## src/rtl/spm_pkg.sv

```systemverilog
package spm_pkg;

   localparam int MAX_CHANNELS = 4;
   localparam int CHANNELS_DEF = 4;

   localparam int SAMPLE_W   = 24;
   localparam int LEVEL_W    = 16;
   localparam int PAN_W      = 16;
   localparam int WEIGHT_W   = 18;
   localparam int SCALED_W   = 40;
   localparam int PROD_W     = SCALED_W + WEIGHT_W;
   localparam int ACC_W      = PROD_W + 2;
   localparam int ROUND_SH   = 31;
   localparam int Q_W        = ACC_W - ROUND_SH;

   localparam int CSR_IDX_W  = 3;
   localparam int CSR_DATA_W = 16;

   localparam logic [CSR_IDX_W-1:0] CSR_LEVEL_CH0 = 3'd0;
   localparam logic [CSR_IDX_W-1:0] CSR_PAN_CH0   = 3'd4;

   localparam logic [LEVEL_W-1:0]         LEVEL_RESET = 16'd32768;
   localparam logic signed [WEIGHT_W-1:0] UNITY_WT    = 18'sd32768;
   localparam logic signed [ACC_W-1:0]    RND_BIAS    = ACC_W'(64'sd1 <<< (ROUND_SH - 1));
   localparam logic signed [Q_W-1:0]      SAT_MAX     = Q_W'(32'sd8388607);
   localparam logic signed [Q_W-1:0]      SAT_MIN     = Q_W'(-32'sd8388608);

   typedef struct packed {
      logic signed [SAMPLE_W-1:0] sample_ch0;
      logic signed [SAMPLE_W-1:0] sample_ch1;
      logic signed [SAMPLE_W-1:0] sample_ch2;
      logic signed [SAMPLE_W-1:0] sample_ch3;
   } req_word_type;

   typedef struct packed {
      logic signed [SAMPLE_W-1:0] left_mix;
      logic signed [SAMPLE_W-1:0] right_mix;
   } rsp_word_type;

   typedef struct packed {
      logic [MAX_CHANNELS-1:0][LEVEL_W-1:0]  level;
      logic [MAX_CHANNELS-1:0][WEIGHT_W-1:0] wt_right;
      logic [MAX_CHANNELS-1:0][WEIGHT_W-1:0] wt_left;
   } cfg_type;

   function automatic logic signed [SAMPLE_W-1:0] round_sat(input logic signed [ACC_W-1:0] acc);
      logic signed [ACC_W-1:0] biased;
      logic signed [Q_W-1:0]   q;
      logic signed [SAMPLE_W-1:0] res;
      biased = acc + RND_BIAS;
      q = Q_W'(biased >>> ROUND_SH);
      if (q > SAT_MAX) begin
         res = SAMPLE_W'(SAT_MAX);
      end else if (q < SAT_MIN) begin
         res = SAMPLE_W'(SAT_MIN);
      end else begin
         res = SAMPLE_W'(q);
      end
      return res;
   endfunction

endpackage

```

## src/rtl/spm_csr.sv

```systemverilog
module spm_csr
   import spm_pkg::*;
(
   input  logic                  clock,
   input  logic                  reset,
   input  logic                  csr_wen,
   input  logic [CSR_IDX_W-1:0]  csr_index,
   input  logic [CSR_DATA_W-1:0] csr_wdata,
   output cfg_type               cfg
);

   logic [MAX_CHANNELS-1:0][LEVEL_W-1:0]  level_ff;
   logic [MAX_CHANNELS-1:0][WEIGHT_W-1:0] wt_right_ff;
   logic [MAX_CHANNELS-1:0][WEIGHT_W-1:0] wt_left_ff;
   logic signed [WEIGHT_W-1:0] pan_ext;
   logic signed [WEIGHT_W-1:0] wt_right_in;
   logic signed [WEIGHT_W-1:0] wt_left_in;

   always_comb begin
      pan_ext     = WEIGHT_W'(signed'(csr_wdata[PAN_W-1:0]));
      wt_right_in = UNITY_WT + pan_ext;
      wt_left_in  = UNITY_WT - pan_ext;
   end

   always_ff @(posedge clock) begin
      if (reset) begin
         for (int i = 0; i < MAX_CHANNELS; i++) begin
            level_ff[i]    <= LEVEL_RESET;
            wt_right_ff[i] <= UNITY_WT;
            wt_left_ff[i]  <= UNITY_WT;
         end
      end else if (csr_wen) begin
         for (int i = 0; i < MAX_CHANNELS; i++) begin
            if (csr_index == CSR_IDX_W'(int'(CSR_LEVEL_CH0) + i)) begin
               level_ff[i] <= csr_wdata[LEVEL_W-1:0];
            end
            if (csr_index == CSR_IDX_W'(int'(CSR_PAN_CH0) + i)) begin
               wt_right_ff[i] <= wt_right_in;
               wt_left_ff[i]  <= wt_left_in;
            end
         end
      end
   end

   assign cfg.level    = level_ff;
   assign cfg.wt_right = wt_right_ff;
   assign cfg.wt_left  = wt_left_ff;

   for (genvar g = 0; g < MAX_CHANNELS; g++) begin : g_chk
      a_wt_sum: assert property (@(posedge clock) disable iff (reset)
         (WEIGHT_W'(wt_right_ff[g] + wt_left_ff[g]) == WEIGHT_W'(2 * int'(UNITY_WT))))
         else $error("pan weights do not sum to unity pair");
   end

endmodule

```

## config.mk

```make
export PLATFORM = sky130hd
export DESIGN_NAME = spm_csr
export DESIGN_NICKNAME = d
export VERILOG_FILES = /design/src/rtl/spm_pkg.sv /design/src/rtl/spm_csr.sv
export SDC_FILE = /design/constraint.sdc
export NUM_CORES = 1
export LEC_CHECK = 0
export BUFFER_PORTS_ARGS = -buffer_cell sky130_fd_sc_hd__buf_2
export CAP_MARGIN = 40
export CELL_PAD_IN_SITES_DETAIL_PLACEMENT = 0
export CELL_PAD_IN_SITES_GLOBAL_PLACEMENT = 2
export CORE_MARGIN = 5
export CORE_UTILIZATION = 25
export CTS_CLUSTER_SIZE = 40
export DETAILED_ROUTE_END_ITERATION = 6
export HOLD_SLACK_MARGIN = 0.12
export MAX_ROUTING_LAYER = met4
export PLACE_DENSITY = 0.76
export SKIP_LAST_GASP = 1
export SLEW_MARGIN = 10
export SYNTH_ARGS = -nofsm -noshare
export SYNTH_HDL_FRONTEND = slang
export SYNTH_SLANG_ARGS = --single-unit
```

## constraint.sdc

```tcl
create_clock -name clock -period 2.25 [get_ports clock]
set_clock_uncertainty 0.15 [all_clocks]
set_input_delay 0 -clock clock [delete_from_list [all_inputs] [get_ports clock]]
set_output_delay 0 -clock clock [all_outputs]
set_load 0.02 [all_outputs]
```

Yosys cells after proc, flatten, opt, wreduce, memory -nomap -nowiden --
Cells that the tools add are included.
Word-level totals: flip-flop bits (word level) 208, bits of input ports 22, output and inout bits 208, word-level logic and storage cells 30
Cells by class: reduce and logical (&&, ||, !) cells 9, equality and inequality tests 7, add/sub/neg operators 2
Operators with widths (number):
- adder 17 x 16 -> 18 bit (first input constant) | 1
- subtractor 17 x 16 -> 18 bit (first input constant) | 1
- AND reduction 2 bit | 8
- equality test 3 bit (second input constant) | 4
- equality test 3 x 2 -> 1 bit (second input constant) | 2
- equality test 3 x 1 -> 1 bit (second input constant) | 1
- zero test 3 bit | 1

Logic depth before layout (Yosys ltp) --
depth after elaboration 2, gate-level depth with buffers 8, gate-level depth less buffers 6

Least setup slack after synthesis --
Ideal clock, no wire load.
path kind input to register, start point input csr_wdata[0], end point register wt_left_ff (netlist bit cfg[14]), arrival 1860 ps, data required time 1978 ps, setup time 122 ps, stages 8, path buffers 2, slack 118 ps, path through clkbuf_1 inv_1 ha_1 or4b_1 clkbuf_1 nor4_2 nor4_1 a311o_1
On the way: cells in the longest elaborated chain, start to end 1
Ends and longest elaborated chain:
- start, declared | line spm_csr.sv:8 | input logic [CSR_DATA_W-1:0] csr_wdata,
- subtractor 17 x 16 -> 18 bit | line spm_csr.sv:22 | wt_left_in = UNITY_WT - pan_ext;
- end signal, assigned by index | line spm_csr.sv:39 | wt_left_ff[i] <= wt_left_in;
- end, declared | line spm_csr.sv:14 | logic [MAX_CHANNELS-1:0][WEIGHT_W-1:0] wt_left_ff;
Every way passes these cells. A chain may end at the register's enable or synchronous reset.

Final worst setup path --
start point input csr_wdata[8], end point register wt_left_ff (netlist bit cfg[13])
The elaborated chain is that of the path after synthesis.

==> reports/metrics.csv <==
stage;metric;value;unit
run_status;status;complete, no violations;
sta;fmaxAchievable;451.7;MHz
clock_tree;clk-insertion-delay-late;0.43;ns
pwr;p_leak;4.194;nW
cells_and_area;post_route_cells_drive_above_1_share;26.46;%
run;timing.max_cap.violations;0;
sta;hold_fails_final_rpt;0;
critical_path;reg2reg_setup_slack;0.91;ns
logic_synthesis;sequential_area_share_after_synthesis;52.25;%
grt;first_global_vias;7008;
routing;detail-route-antenna-nets;0;
cells_and_area;layout.cells.most_common_list;nand2_1 (302), buf_2 (215), dfxtp_1 (192);
sta;finalSetupViolations;0;
logic_synthesis;netlist_area;0.007356;mm²
floorplanning;fp.dieArea;0.03295;mm²
sta;final_max_slew_viol_count;0;
pwr;power.density_cell_area;739.1;mW/mm²
critical_path;regToRegEndpoint;cfg[192];
pwr;design_power_total;7.481;mW
grt;overflow_after_grt;0;
sta;worst_rel_slew_slack;42.55;%
logic_synthesis;yosysTopAreaCell;dfxtp_1;
cells_and_area;fin_nets;1193;
logic_synthesis;async_reset_ff_share;0;%
critical_path;cp-end-kind;register;
critical_path;critical_path_required;2.37;ns
logic_synthesis;synth.distinct_cells;43;
floorplanning;chipHeight;181.5;µm
grt;total_track_usage;18.27;%
routing;finalWirelength;30.45;mm
floorplanning;num_rows;62;
sta;totalNegativeSetupSlack;0;ns
cells_and_area;layout.cells.most_common;nand2_1;
logic_synthesis;syn_area_per_cell;7.952;µm²
floorplanning;floorplan.io_pins;230;
floorplanning;initial_cell_density_of_the_core;25.49;%
routing;drt-wirelength-per-cell;19.39;µm
logic_synthesis;register_bit_total_from_synthesis;192;
routing;drt_pre_antenna_iters;4;
routing;initialDrtViolationCount;438;
clock_tree;cts_made_buffers;17;
routing;viasPerCell;4.653;
critical_path;timing.critical_path.from_type;primary input;
worst_hold_path;hold_depth;5;
routing;drcViolationCount;0;
critical_path;r2r.worst_path.cells;3;
cells_and_area;layout-area-overhead-vs-synth;37.59;%
pwr;worst_ir_drop_vdd;0.4692;mV
clock_tree;cts.path.max_buffers;2;
place;preCtsSetupSlack;0.07296;ns
clock_tree;clkSinkCount;192;
sta;postLayoutSetupSlackWorst;0.03638;ns
grt;grt_start_max_net_pins;80;
place;numPlacedInstances;1477;
logic_synthesis;biggest_area_contributors_in_the_synthesized_netlist;dfxtp_1 (52%), nand2_1 (15%), a21oi_1 (9.8%);
sta;timing_worst_slew_pin_value;0.8618;ns
place;detail_placement_hpwl;19.72;mm
sta;final_min_period_over_clock_period;98.38;%
critical_path;r2r_start;cfg[192];
logic_synthesis;edff_count_synth;0;
cells_and_area;largest_reg_flops;192;
logic_synthesis;ys.warnings.count;0;
floorplanning;fp.coreArea;0.02886;mm²
logic_synthesis;ys.flop_type;dfxtp_1;
clock_tree;clock_tree.root_cell;clkbuf_16;
cells_and_area;final-instance-count-excl-fill;1570;
critical_path;arrival;2.34;ns
worst_hold_path;worstHoldEndpoint;cfg[63];
critical_path;worst-setup-path-type;in -> reg;
worst_hold_path;hold_class;in -> reg;
sta;period_needed;2.214;ns
floorplanning;chipWidth;181.5;µm
grt;grt_pass1_wl;45.11;mm
critical_path;critical_path.max_fanout;13;
grt;antenna_found_initial;3;
clock_tree;tritoncts_clock_tree;yes;
sta;grt_setup_unrepaired;false;
routing;vias;7305;
place;port_buffers;217;
clock_tree;cts.clk_slew.worst_paths;0.07;ns
place;routabilityCongestion;0.7613;
logic_synthesis;netlist.area_leader.share;52.25;%
worst_hold_path;hold_wc_startpoint;csr_wdata[0];
clock_tree;cts-htree-levels;4;
logic_synthesis;netlist_instances;925;
[cell families (layout without fill, tap and decap cells)]
kind of cell,after synthesis,in the layout,share of synthesized area [%]
buf+inv,107,354,6.446
compound gates,191,191,14.56
fa+ha+maj,1,1,0.1701
flops,192,192,52.25
simple gates,427,427,25.80
other cells,1,15,0.05098
xor+xnor,6,6,0.7145
[stage by stage]
| stage | utilization [%] | cell area (µm²) | hold WS [ns] |
|---|---|---|---|
| after floorplan | - | 7397 | 0.1079 |
| after global placement | 30.77 | 8880 | 0.1661 |
| after detailed placement | 30.77 | 8880 | 0.1795 |
| after CTS | 34.78 | 10040 | 0.1174 |
| after global routing | 35.06 | 10120 | 0.1237 |
| final | 35.07 | 10120 | 0.1014 |
[cells in the mapped netlist, types with 6 or more instances]
library cell and count:
nand3_1 39, a311o_1 6, o21ai_0 16, nor4_1 19, a21oi_1 144, buf_4 17
nor2_1 12, dfxtp_1 192, o31ai_1 6, nor3_1 8, clkbuf_1 73, nand2_1 303
nand3b_1 10, buf_1 12, o311ai_0 8
[where the power goes]
group	leakage (nW)	internal (mW)	switching (mW)
clock	0.303	1.70	1.54
combinational	2.34	0.225	0.503
sequential	1.55	3.47	0.0408
total	4.19	5.40	2.08
[worst max-delay path by stage]
| stage | start | depth (start not counted) | slack [ns] | endpoint |
|---|---|---|---|---|
| 2_1_floorplan | csr_wdata[0] | 8 | 0.12 | cfg[14] |
| 3_3_place_gp | csr_wdata[0] | 8 | 0.07 | cfg[32] |
| 3_5_place_dp | csr_wdata[5] | 5 | 0.07 | cfg[13] |
| 4_1_cts | csr_index[0] | 8 | 0.02 | cfg[160] |
| 5_1_grt | csr_wdata[8] | 6 | 0.0008 | cfg[69] |
| 6_report | csr_wdata[8] | 6 | 0.04 | cfg[13] |
[routing by layer]
metal  wire, µm  GRT usage (%)  share of wire [%]  vias to the layer above
met1      13930          24.17                 46                     3504
li1           -              -                  -                     3579
met5          0              -                  0                        -
met2      14170          28.30                 47                      207
met4        287          3.422               0.94                        0
met3       2061          5.122                6.8                       15
[critical path: stages]
cell,delay [ns]
dlygate4sd3_1,0.53
buf_2,0.18
or4_1,0.59
or4_4,0.66
nor2_2,0.20
o311ai_0,0.17
[final cells by class]
| cell class | instances | area [µm²] |
|---|---|---|
| clock inverter | 15 | 191.4 |
| timing repair buffer | 319 | 2027 |
| fill | 3144 | 18740 |
| antenna | 3 | 7.507 |
| clock buffer | 17 | 425.4 |
| tap | 384 | 480.5 |
| inverter | 3 | 11.26 |
| multi-input combinational | 637 | 3134 |
| sequential | 192 | 3844 |
[what timing repair did]
action	4_1_cts	5_1_grt
endpoints found under the hold margin	172	12
buffers inserted	0	0
endpoints found under the setup margin	0	17
resized for setup	0	11
hold buffers	54	5
No activity file was read; power rests on OpenSTA's default activity.
