==> src/rtl/spm_pkg.sv <==
package spm_pkg;

   localparam int MAX_CHANNELS = 4;
   localparam int CHANNELS_DEF = 4;

   localparam int SAMPLE_W   = 24;
   localparam int LEVEL_W    = 16;
   localparam int PAN_W      = 16;
   localparam int WEIGHT_W   = 18;
   localparam int SCALED_W   = 40;
   localparam int PROD_W     = SCALED_W + WEIGHT_W;
   localparam int ACC_W      = PROD_W + 2;
   localparam int ROUND_SH   = 31;
   localparam int Q_W        = ACC_W - ROUND_SH;

   localparam int CSR_IDX_W  = 3;
   localparam int CSR_DATA_W = 16;

   localparam logic [CSR_IDX_W-1:0] CSR_LEVEL_CH0 = 3'd0;
   localparam logic [CSR_IDX_W-1:0] CSR_PAN_CH0   = 3'd4;

   localparam logic [LEVEL_W-1:0]         LEVEL_RESET = 16'd32768;
   localparam logic signed [WEIGHT_W-1:0] UNITY_WT    = 18'sd32768;
   localparam logic signed [ACC_W-1:0]    RND_BIAS    = ACC_W'(64'sd1 <<< (ROUND_SH - 1));
   localparam logic signed [Q_W-1:0]      SAT_MAX     = Q_W'(32'sd8388607);
   localparam logic signed [Q_W-1:0]      SAT_MIN     = Q_W'(-32'sd8388608);

   typedef struct packed {
      logic signed [SAMPLE_W-1:0] sample_ch0;
      logic signed [SAMPLE_W-1:0] sample_ch1;
      logic signed [SAMPLE_W-1:0] sample_ch2;
      logic signed [SAMPLE_W-1:0] sample_ch3;
   } req_word_type;

   typedef struct packed {
      logic signed [SAMPLE_W-1:0] left_mix;
      logic signed [SAMPLE_W-1:0] right_mix;
   } rsp_word_type;

   typedef struct packed {
      logic [MAX_CHANNELS-1:0][LEVEL_W-1:0]  level;
      logic [MAX_CHANNELS-1:0][WEIGHT_W-1:0] wt_right;
      logic [MAX_CHANNELS-1:0][WEIGHT_W-1:0] wt_left;
   } cfg_type;

   function automatic logic signed [SAMPLE_W-1:0] round_sat(input logic signed [ACC_W-1:0] acc);
      logic signed [ACC_W-1:0] biased;
      logic signed [Q_W-1:0]   q;
      logic signed [SAMPLE_W-1:0] res;
      biased = acc + RND_BIAS;
      q = Q_W'(biased >>> ROUND_SH);
      if (q > SAT_MAX) begin
         res = SAMPLE_W'(SAT_MAX);
      end else if (q < SAT_MIN) begin
         res = SAMPLE_W'(SAT_MIN);
      end else begin
         res = SAMPLE_W'(q);
      end
      return res;
   endfunction

endpackage

==> src/rtl/spm_sum_out.sv <==
module spm_sum_out
   import spm_pkg::*;
#(
   parameter int CHANNELS = CHANNELS_DEF
)
(
   input  logic                             clock,
   input  logic                             reset,
   input  logic                             in_valid,
   output logic                             in_ready,
   input  logic [CHANNELS-1:0][PROD_W-1:0]  prod_left,
   input  logic [CHANNELS-1:0][PROD_W-1:0]  prod_right,
   output logic                             rsp_valid,
   input  logic                             rsp_ready,
   output rsp_word_type                     rsp_word
);

   logic signed [ACC_W-1:0] acc_left;
   logic signed [ACC_W-1:0] acc_right;
   logic                    rsp_valid_ff;
   rsp_word_type            rsp_word_ff;

   always_comb begin
      acc_left  = '0;
      acc_right = '0;
      for (int i = 0; i < CHANNELS; i++) begin
         acc_left  = acc_left  + ACC_W'(signed'(prod_left[i]));
         acc_right = acc_right + ACC_W'(signed'(prod_right[i]));
      end
   end

   assign in_ready = !rsp_valid_ff || rsp_ready;

   always_ff @(posedge clock) begin
      if (reset) begin
         rsp_valid_ff <= 1'b0;
      end else if (in_ready) begin
         rsp_valid_ff <= in_valid;
      end
   end

   always_ff @(posedge clock) begin
      if (in_ready && in_valid) begin
         rsp_word_ff.left_mix  <= round_sat(acc_left);
         rsp_word_ff.right_mix <= round_sat(acc_right);
      end
   end

   assign rsp_valid = rsp_valid_ff;
   assign rsp_word  = rsp_word_ff;

endmodule

==> config.mk <==
export PLATFORM = sky130hd
export DESIGN_NAME = spm_sum_out
export DESIGN_NICKNAME = d
export VERILOG_FILES = /design/src/rtl/spm_pkg.sv /design/src/rtl/spm_sum_out.sv
export SDC_FILE = /design/constraint.sdc
export NUM_CORES = 1
export LEC_CHECK = 0
export BUFFER_PORTS_ARGS = -buffer_cell sky130_fd_sc_hd__buf_2
export CORE_AREA = 4 4 200 202
export DETAILED_ROUTE_END_ITERATION = 16
export DIE_AREA = 0 0 204 206
export HOLD_SLACK_MARGIN = 0.06
export PLACE_DENSITY = 0.67
export SKIP_LAST_GASP = 1
export SLEW_MARGIN = 25
export SYNTH_ARGS = -nofsm -noshare
export SYNTH_HDL_FRONTEND = slang
export SYNTH_SLANG_ARGS = --single-unit
==> constraint.sdc <==
create_clock -name clock -period 5.2 [get_ports clock]
set_input_delay 0.26 -clock clock [delete_from_list [all_inputs] [get_ports clock]]
set_output_delay 0.26 -clock clock [all_outputs]
set_load 0.03 [all_outputs]
Word level (Yosys, flattened, before mapping)
Cells that the tools add are included.
Widths: inputs -> output; s select.
{"block": "classes", "reduce_logical": 3, "magnitude_cmp": 4, "add_sub_neg": 8, "muxes": 2}
{"cell": "$add 59x58->60", "n": 2}
{"cell": "$add 60x32->60 const B", "n": 2}
{"cell": "$add 60x58->60", "n": 2}
{"cell": "$add 58x58->59", "n": 2}
{"cell": "$gt 29x24->1 const B", "n": 2}
{"cell": "$lt 29x24->1 const B", "n": 2}
{"cell": "$mux 24", "n": 2}
{"cell": "$logic_and 1x1->1", "n": 1}
{"cell": "$logic_not 1->1", "n": 1}
{"cell": "$logic_or 1x1->1", "n": 1}
{"block": "word_totals", "output_inout_bits": 50, "word_cells": 20, "reg_bits": 49, "input_bits": 468}

Longest topological paths before layout
{"block": "logic_depth", "depth_word": 6, "depth_mapped": 19, "mapped_depth_nobuf": 16}

Least setup slack after synthesis
Ideal clock, no wire load.
{"block": "synth_timing", "kind": "in2reg", "startpoint": "input prod_right[29] in the netlist's numbering", "endpoint": "register rsp_word_ff, in the netlist rsp_word[22] (data pin)", "path_stages": 17, "arrival_ps": 4285, "n_path_buf": 1, "required_ps": 4943, "setup_time_ps": 257, "slack_ps": 658, "path_cell_list": "inv_1 fa_1 inv_1 fa_1 fa_1 ha_1 a21oi_1 o21ai_1 a211oi_2 nor2_1 o41ai_1 nor3_1 or3_1 a22o_1 o31ai_4 buf_6 o21ai_2"}
{"block": "synth_via", "elab_chain_len": 6, "elab_cells_between_ends": 7, "classes_between": "add/sub (4); order compare (2); mux (1)"}
{"element": "start, declared", "line": "spm_sum_out.sv:12", "rtl": "input logic [CHANNELS-1:0][PROD_W-1:0] prod_right,"}
{"element": "$add 58x58->59 *", "line": "spm_sum_out.sv:28", "rtl": "acc_right = acc_right + ACC_W'(signed'(prod_right[i]));"}
{"element": "$add 59x58->60 *", "line": "spm_sum_out.sv:28"}
{"element": "$add 60x58->60 *", "line": "spm_sum_out.sv:28"}
{"element": "$add 60x32->60 *", "line": "spm_pkg.sv:50", "rtl": "biased = acc + RND_BIAS;"}
{"element": "$lt 29x24->1", "line": "spm_pkg.sv:54", "rtl": "end else if (q < SAT_MIN) begin"}
{"element": "$mux 24", "line": "spm_pkg.sv:54"}
{"element": "end, declared", "line": "spm_sum_out.sv:21", "rtl": "rsp_word_type rsp_word_ff;"}
Mark *: on every way between the ends. The rest lies on a longest branch, timed or not.
A chain may end at the register's enable or synchronous reset.

Worst setup path after layout
{"block": "layout_timing", "startpoint": "input prod_right[25] in the netlist's numbering", "endpoint": "register rsp_word_ff, in the netlist rsp_word[22] (data pin)"}
The elaborated chain is that of the path after synthesis.

==> metrics.md <==
| Metric | Value |
|---|---|
| Most common cell after layout, fill and taps aside | `inv_1` |
| Worst setup EP type | `flip-flop` |
| FF-to-FF path depth | `2` |
| Share of flip-flops with an asynchronous set or reset | `0%` |
| Die Area | `0.0420 sq mm` |
| Most frequent cells in the layout | `537 x inv_1, 517 x buf_2, 232 x fa_1, 226 x ha_1, 114 x a21oi_1` |
| Vias in the first global route | `14330` |
| Clock skew | `0.00674 ns` |
| Startpoint type of the worst setup path | `primary input` |
| Row count | `between 70 and 80` |
| RR Startpoint | `rsp_valid` |
| Leak | `between 10 and 15 nW` |
| Final Hold Vio Count | `0` |
| DP HPWL | `40100 um` |
| EDFF count, synth | `48` |
| Post-synthesis sequential area ratio | `9.27%` |
| DRT iter0 DRCs | `a little over 700` |
| Synth Area per Inst | `about 8.8 sq um` |
| Non-Filler Instances | `2810` |
| Crit Path Max Fanout | `7` |
| Setup bufs post-CTS | `0` |
| Post_cts resized | `0` |
| Worst-Margin Slew | `0.663 ns` |
| Period utilization | `91.9%` |
| Design area | `approximately 0.019 sq mm` |
| Worst path depth | `18` |
| Total power | `about 8.3 mW` |
| DR pass1 iterations | `5` |
| GRT Residual Overflow | `0` |
| First-pass GRT wire length | `69600 um` |
| Final min period | `roughly 4.8 ns` |
| CP top delay family | `compound AO/OA/AOI/OAI gates` |
| Final WL | `~43000 um` |
| Reg-to-reg endpoint | `rsp_word[14]` |
| Worst path slowest cell | `fa_1` |
| Port buffer count | `between 500 and 600` |
| Worst-path cell chain | `buf_2 -> inv_1 -> fa_1 -> inv_1 -> fa_1 -> ha_1 -> ha_1 -> a21oi_1 -> a21boi_1 -> a311oi_1 -> o211ai_2 -> o2111ai_1 -> a211oi_2 -> nor4_1 -> nor3_2 -> o31ai_4 -> buf_4 -> o21ai_2` |
| Share of cells above drive strength 1 | `a little over a quarter` |
| F_max | `0.209 GHz` |
| Maximum vdd drop | `335 uV` |
| Syn_nets | `2720` |
| Post-synthesis cell area | `0.0158 sq mm` |
| CTS Hold Buffers Added | `0` |
| Num Clock Sinks | `49` |
| CTS Buffer Depth | `2` |
| Critical Path Max Stage Delay | `0.52 ns` |
| Total negative slack | `0 ns` |
| Critical path capture point | `rsp_word[22]` |
| Fin. max-slew vios | `0` |
| Largest net degree at the start of global routing | `49` |
| Die X | `204 um` |
| CP Class | `in2reg` |
| DR vias | `13796` |
| I/O pin cnt | `518` |
| Synth Flop Type | `edfxtp_1` |
| RD Place Congestion | `0.915` |
| Pwr Density | `between 400 and 500 mW/mm^2` |
| GRT Total Usage | `20.1%` |
| CP Data Arrival Time | `4.82 ns` |
| Synth Warn # | `0` |
| Clock-pin slew on the worst setup and hold paths | `approximately 0.070 ns` |
| Clock buffer count from CTS | `5` |
| Remaining routing DRC violations | `0` |
| Max-cap violations | `0` |
| Placed insts | `between 2000 and 3000` |
| Crit path buffers/inverters | `4` |
| Rel. slew slack | `55.8%` |
| Syn-to-layout area delta | `20.9%` |
| Worst EP required | `5.24 ns` |
| Critical Path Start | `prod_right[25]` |
| TritonCTS clock tree | `yes` |
| Placed inst area | `0.0189 sq mm` |
| Initial Utilization | `41.2%` |
| Vias per inst | `4.91` |
| Final Util | `around half` |
| H-tree levels | `2` |
| Total core area | `approximately 0.038 sq mm` |
| Worst-skew pair later-pin latency | `0.30 ns` |
| Cell variety after synth | `79` |
| NumNets Final | `3216` |
| RSZ-0062 raised after global routing | `no` |
| Worst hold path class | `in2reg` |
| WL/cell | `~15 um` |
| Post-synthesis instance total | `1794` |
| Initial antenna violation count | `2` |
| R2r setup slk | `3.77 ns` |
| Status | `finished clean` |
| Final setup viols | `0` |
| Yosys reg bits | `49` |
| Post-DRT Antenna Nets | `0` |
| Root Buffer | `clkbuf_16` |
| Die Y-Extent | `between 200 and 250 um` |
layer usage:
layer / GRT usage, % / wire (um) / vias up
met2: 37.5 / 22600 / 394
li1: - / - / 6799
met1: 25.1 / 17500 / 6546
met5: 0 / 20 / -
met4: 4.31 / 970 / 4
met3: 2.32 / 2410 / 53
Yosys cell counts (3+ instances only):
cell type	number	area (sq um)
o2111ai_1	3	26.3
and3_1	13	81.3
inv_1	537	2020
nand4_1	28	175
nor2b_1	5	31.3
o21ai_1	17	85.1
o21ai_0	56	280
xnor2_1	33	289
a41oi_1	3	26.3
nor2_1	42	158
and2_1	6	37.5
or3_1	4	25.0
ha_1	226	2830
o31ai_4	3	63.8
o21a_1	11	82.6
a311oi_1	7	61.3
o21bai_1	17	128
a21o_1	43	323
o41ai_1	3	26.3
buf_6	8	90.1
o21ai_2	41	359
xor2_1	21	184
buf_2	8	40.0
clkbuf_1	20	75.1
a221oi_2	3	45.0
o211ai_1	10	75.1
a31oi_1	12	75.1
nor4_1	4	25.0
nand2b_1	7	43.8
a211o_1	3	26.3
nor3_1	20	100
o221ai_1	3	26.3
and4_1	3	26.3
fa_1	232	4640
a211oi_1	10	75.1
edfxtp_1	48	1440
nand2_1	84	315
nand3_1	27	135
a21oi_1	114	571
o31ai_1	5	37.5
how the worst min path moves through the flow:
| stage | start | depth (start not counted) | to | slack, ns |
|---|---|---|---|---|
| 6_report | reset | 2 | rsp_valid | 0.11 |
| 3_3_place_gp | reset | 2 | rsp_valid | 0.41 |
| 4_1_cts | reset | 2 | rsp_valid | 0.10 |
| 5_1_grt | reset | 2 | rsp_valid | 0.11 |
| 2_1_floorplan | reset | 1 | rsp_valid | 0.33 |
| 3_5_place_dp | reset | 2 | rsp_valid | 0.42 |
layout make-up:
type | instances | area, sq um
Inverter | 537 | 2020
Multi-Input combinational cell | 1171 | 12100
Fill cell | 3704 | 19200
Clock buffer | 6 | 129
Timing Repair Buffer | 526 | 2710
Antenna cell | 1 | 2.50
Sequential cell | 49 | 1460
Clock inverter | 2 | 15.0
Tap cell | 518 | 648
worst reg2reg max path, stage by stage (launching register included):
cell	delay (ns)
dfxtp_1	0.31
nand2b_1	0.13
and2_4	0.60
logic make-up (layout without fill, tap and decap cells):
| family | Yosys count | after routing | share of synthesized area [%] |
|---|---|---|---|
| flip-flops | 49 | 49 | 9.27 |
| AO/OA/AOI/OAI | 399 | 399 | 17.8 |
| adder cells (fa/ha/maj) | 458 | 458 | 47.4 |
| other | 0 | 1 | 0 |
| XOR/XNOR | 55 | 55 | 3.10 |
| buffers and inverters | 574 | 1071 | 14.2 |
| AND/OR/NAND/NOR | 257 | 257 | 8.12 |
| multiplexers | 2 | 2 | 0.127 |
where the power goes:
group	internal, mW	total, mW	switching (mW)	leakage (nW)
clock network	0.179	0.327	0.148	0.0631
logic	2.79	7.08	4.30	10.1
registers	0.834	0.904	0.0705	0.460
through the flow:
step	setup slack (ns)	hold slack, ns
finish	0.419	0.113
detailed placement	0.137	0.421
global route	0.153	0.109
CTS	0.445	0.103
floorplan	0.658	0.329
global placement	0.108	0.414
flip-flops by register name, indices dropped and copies added, names as in the netlist:
name / count
rsp_word: 48
rsp_valid: 1
Note: power is estimated with default switching activity, not from simulation.
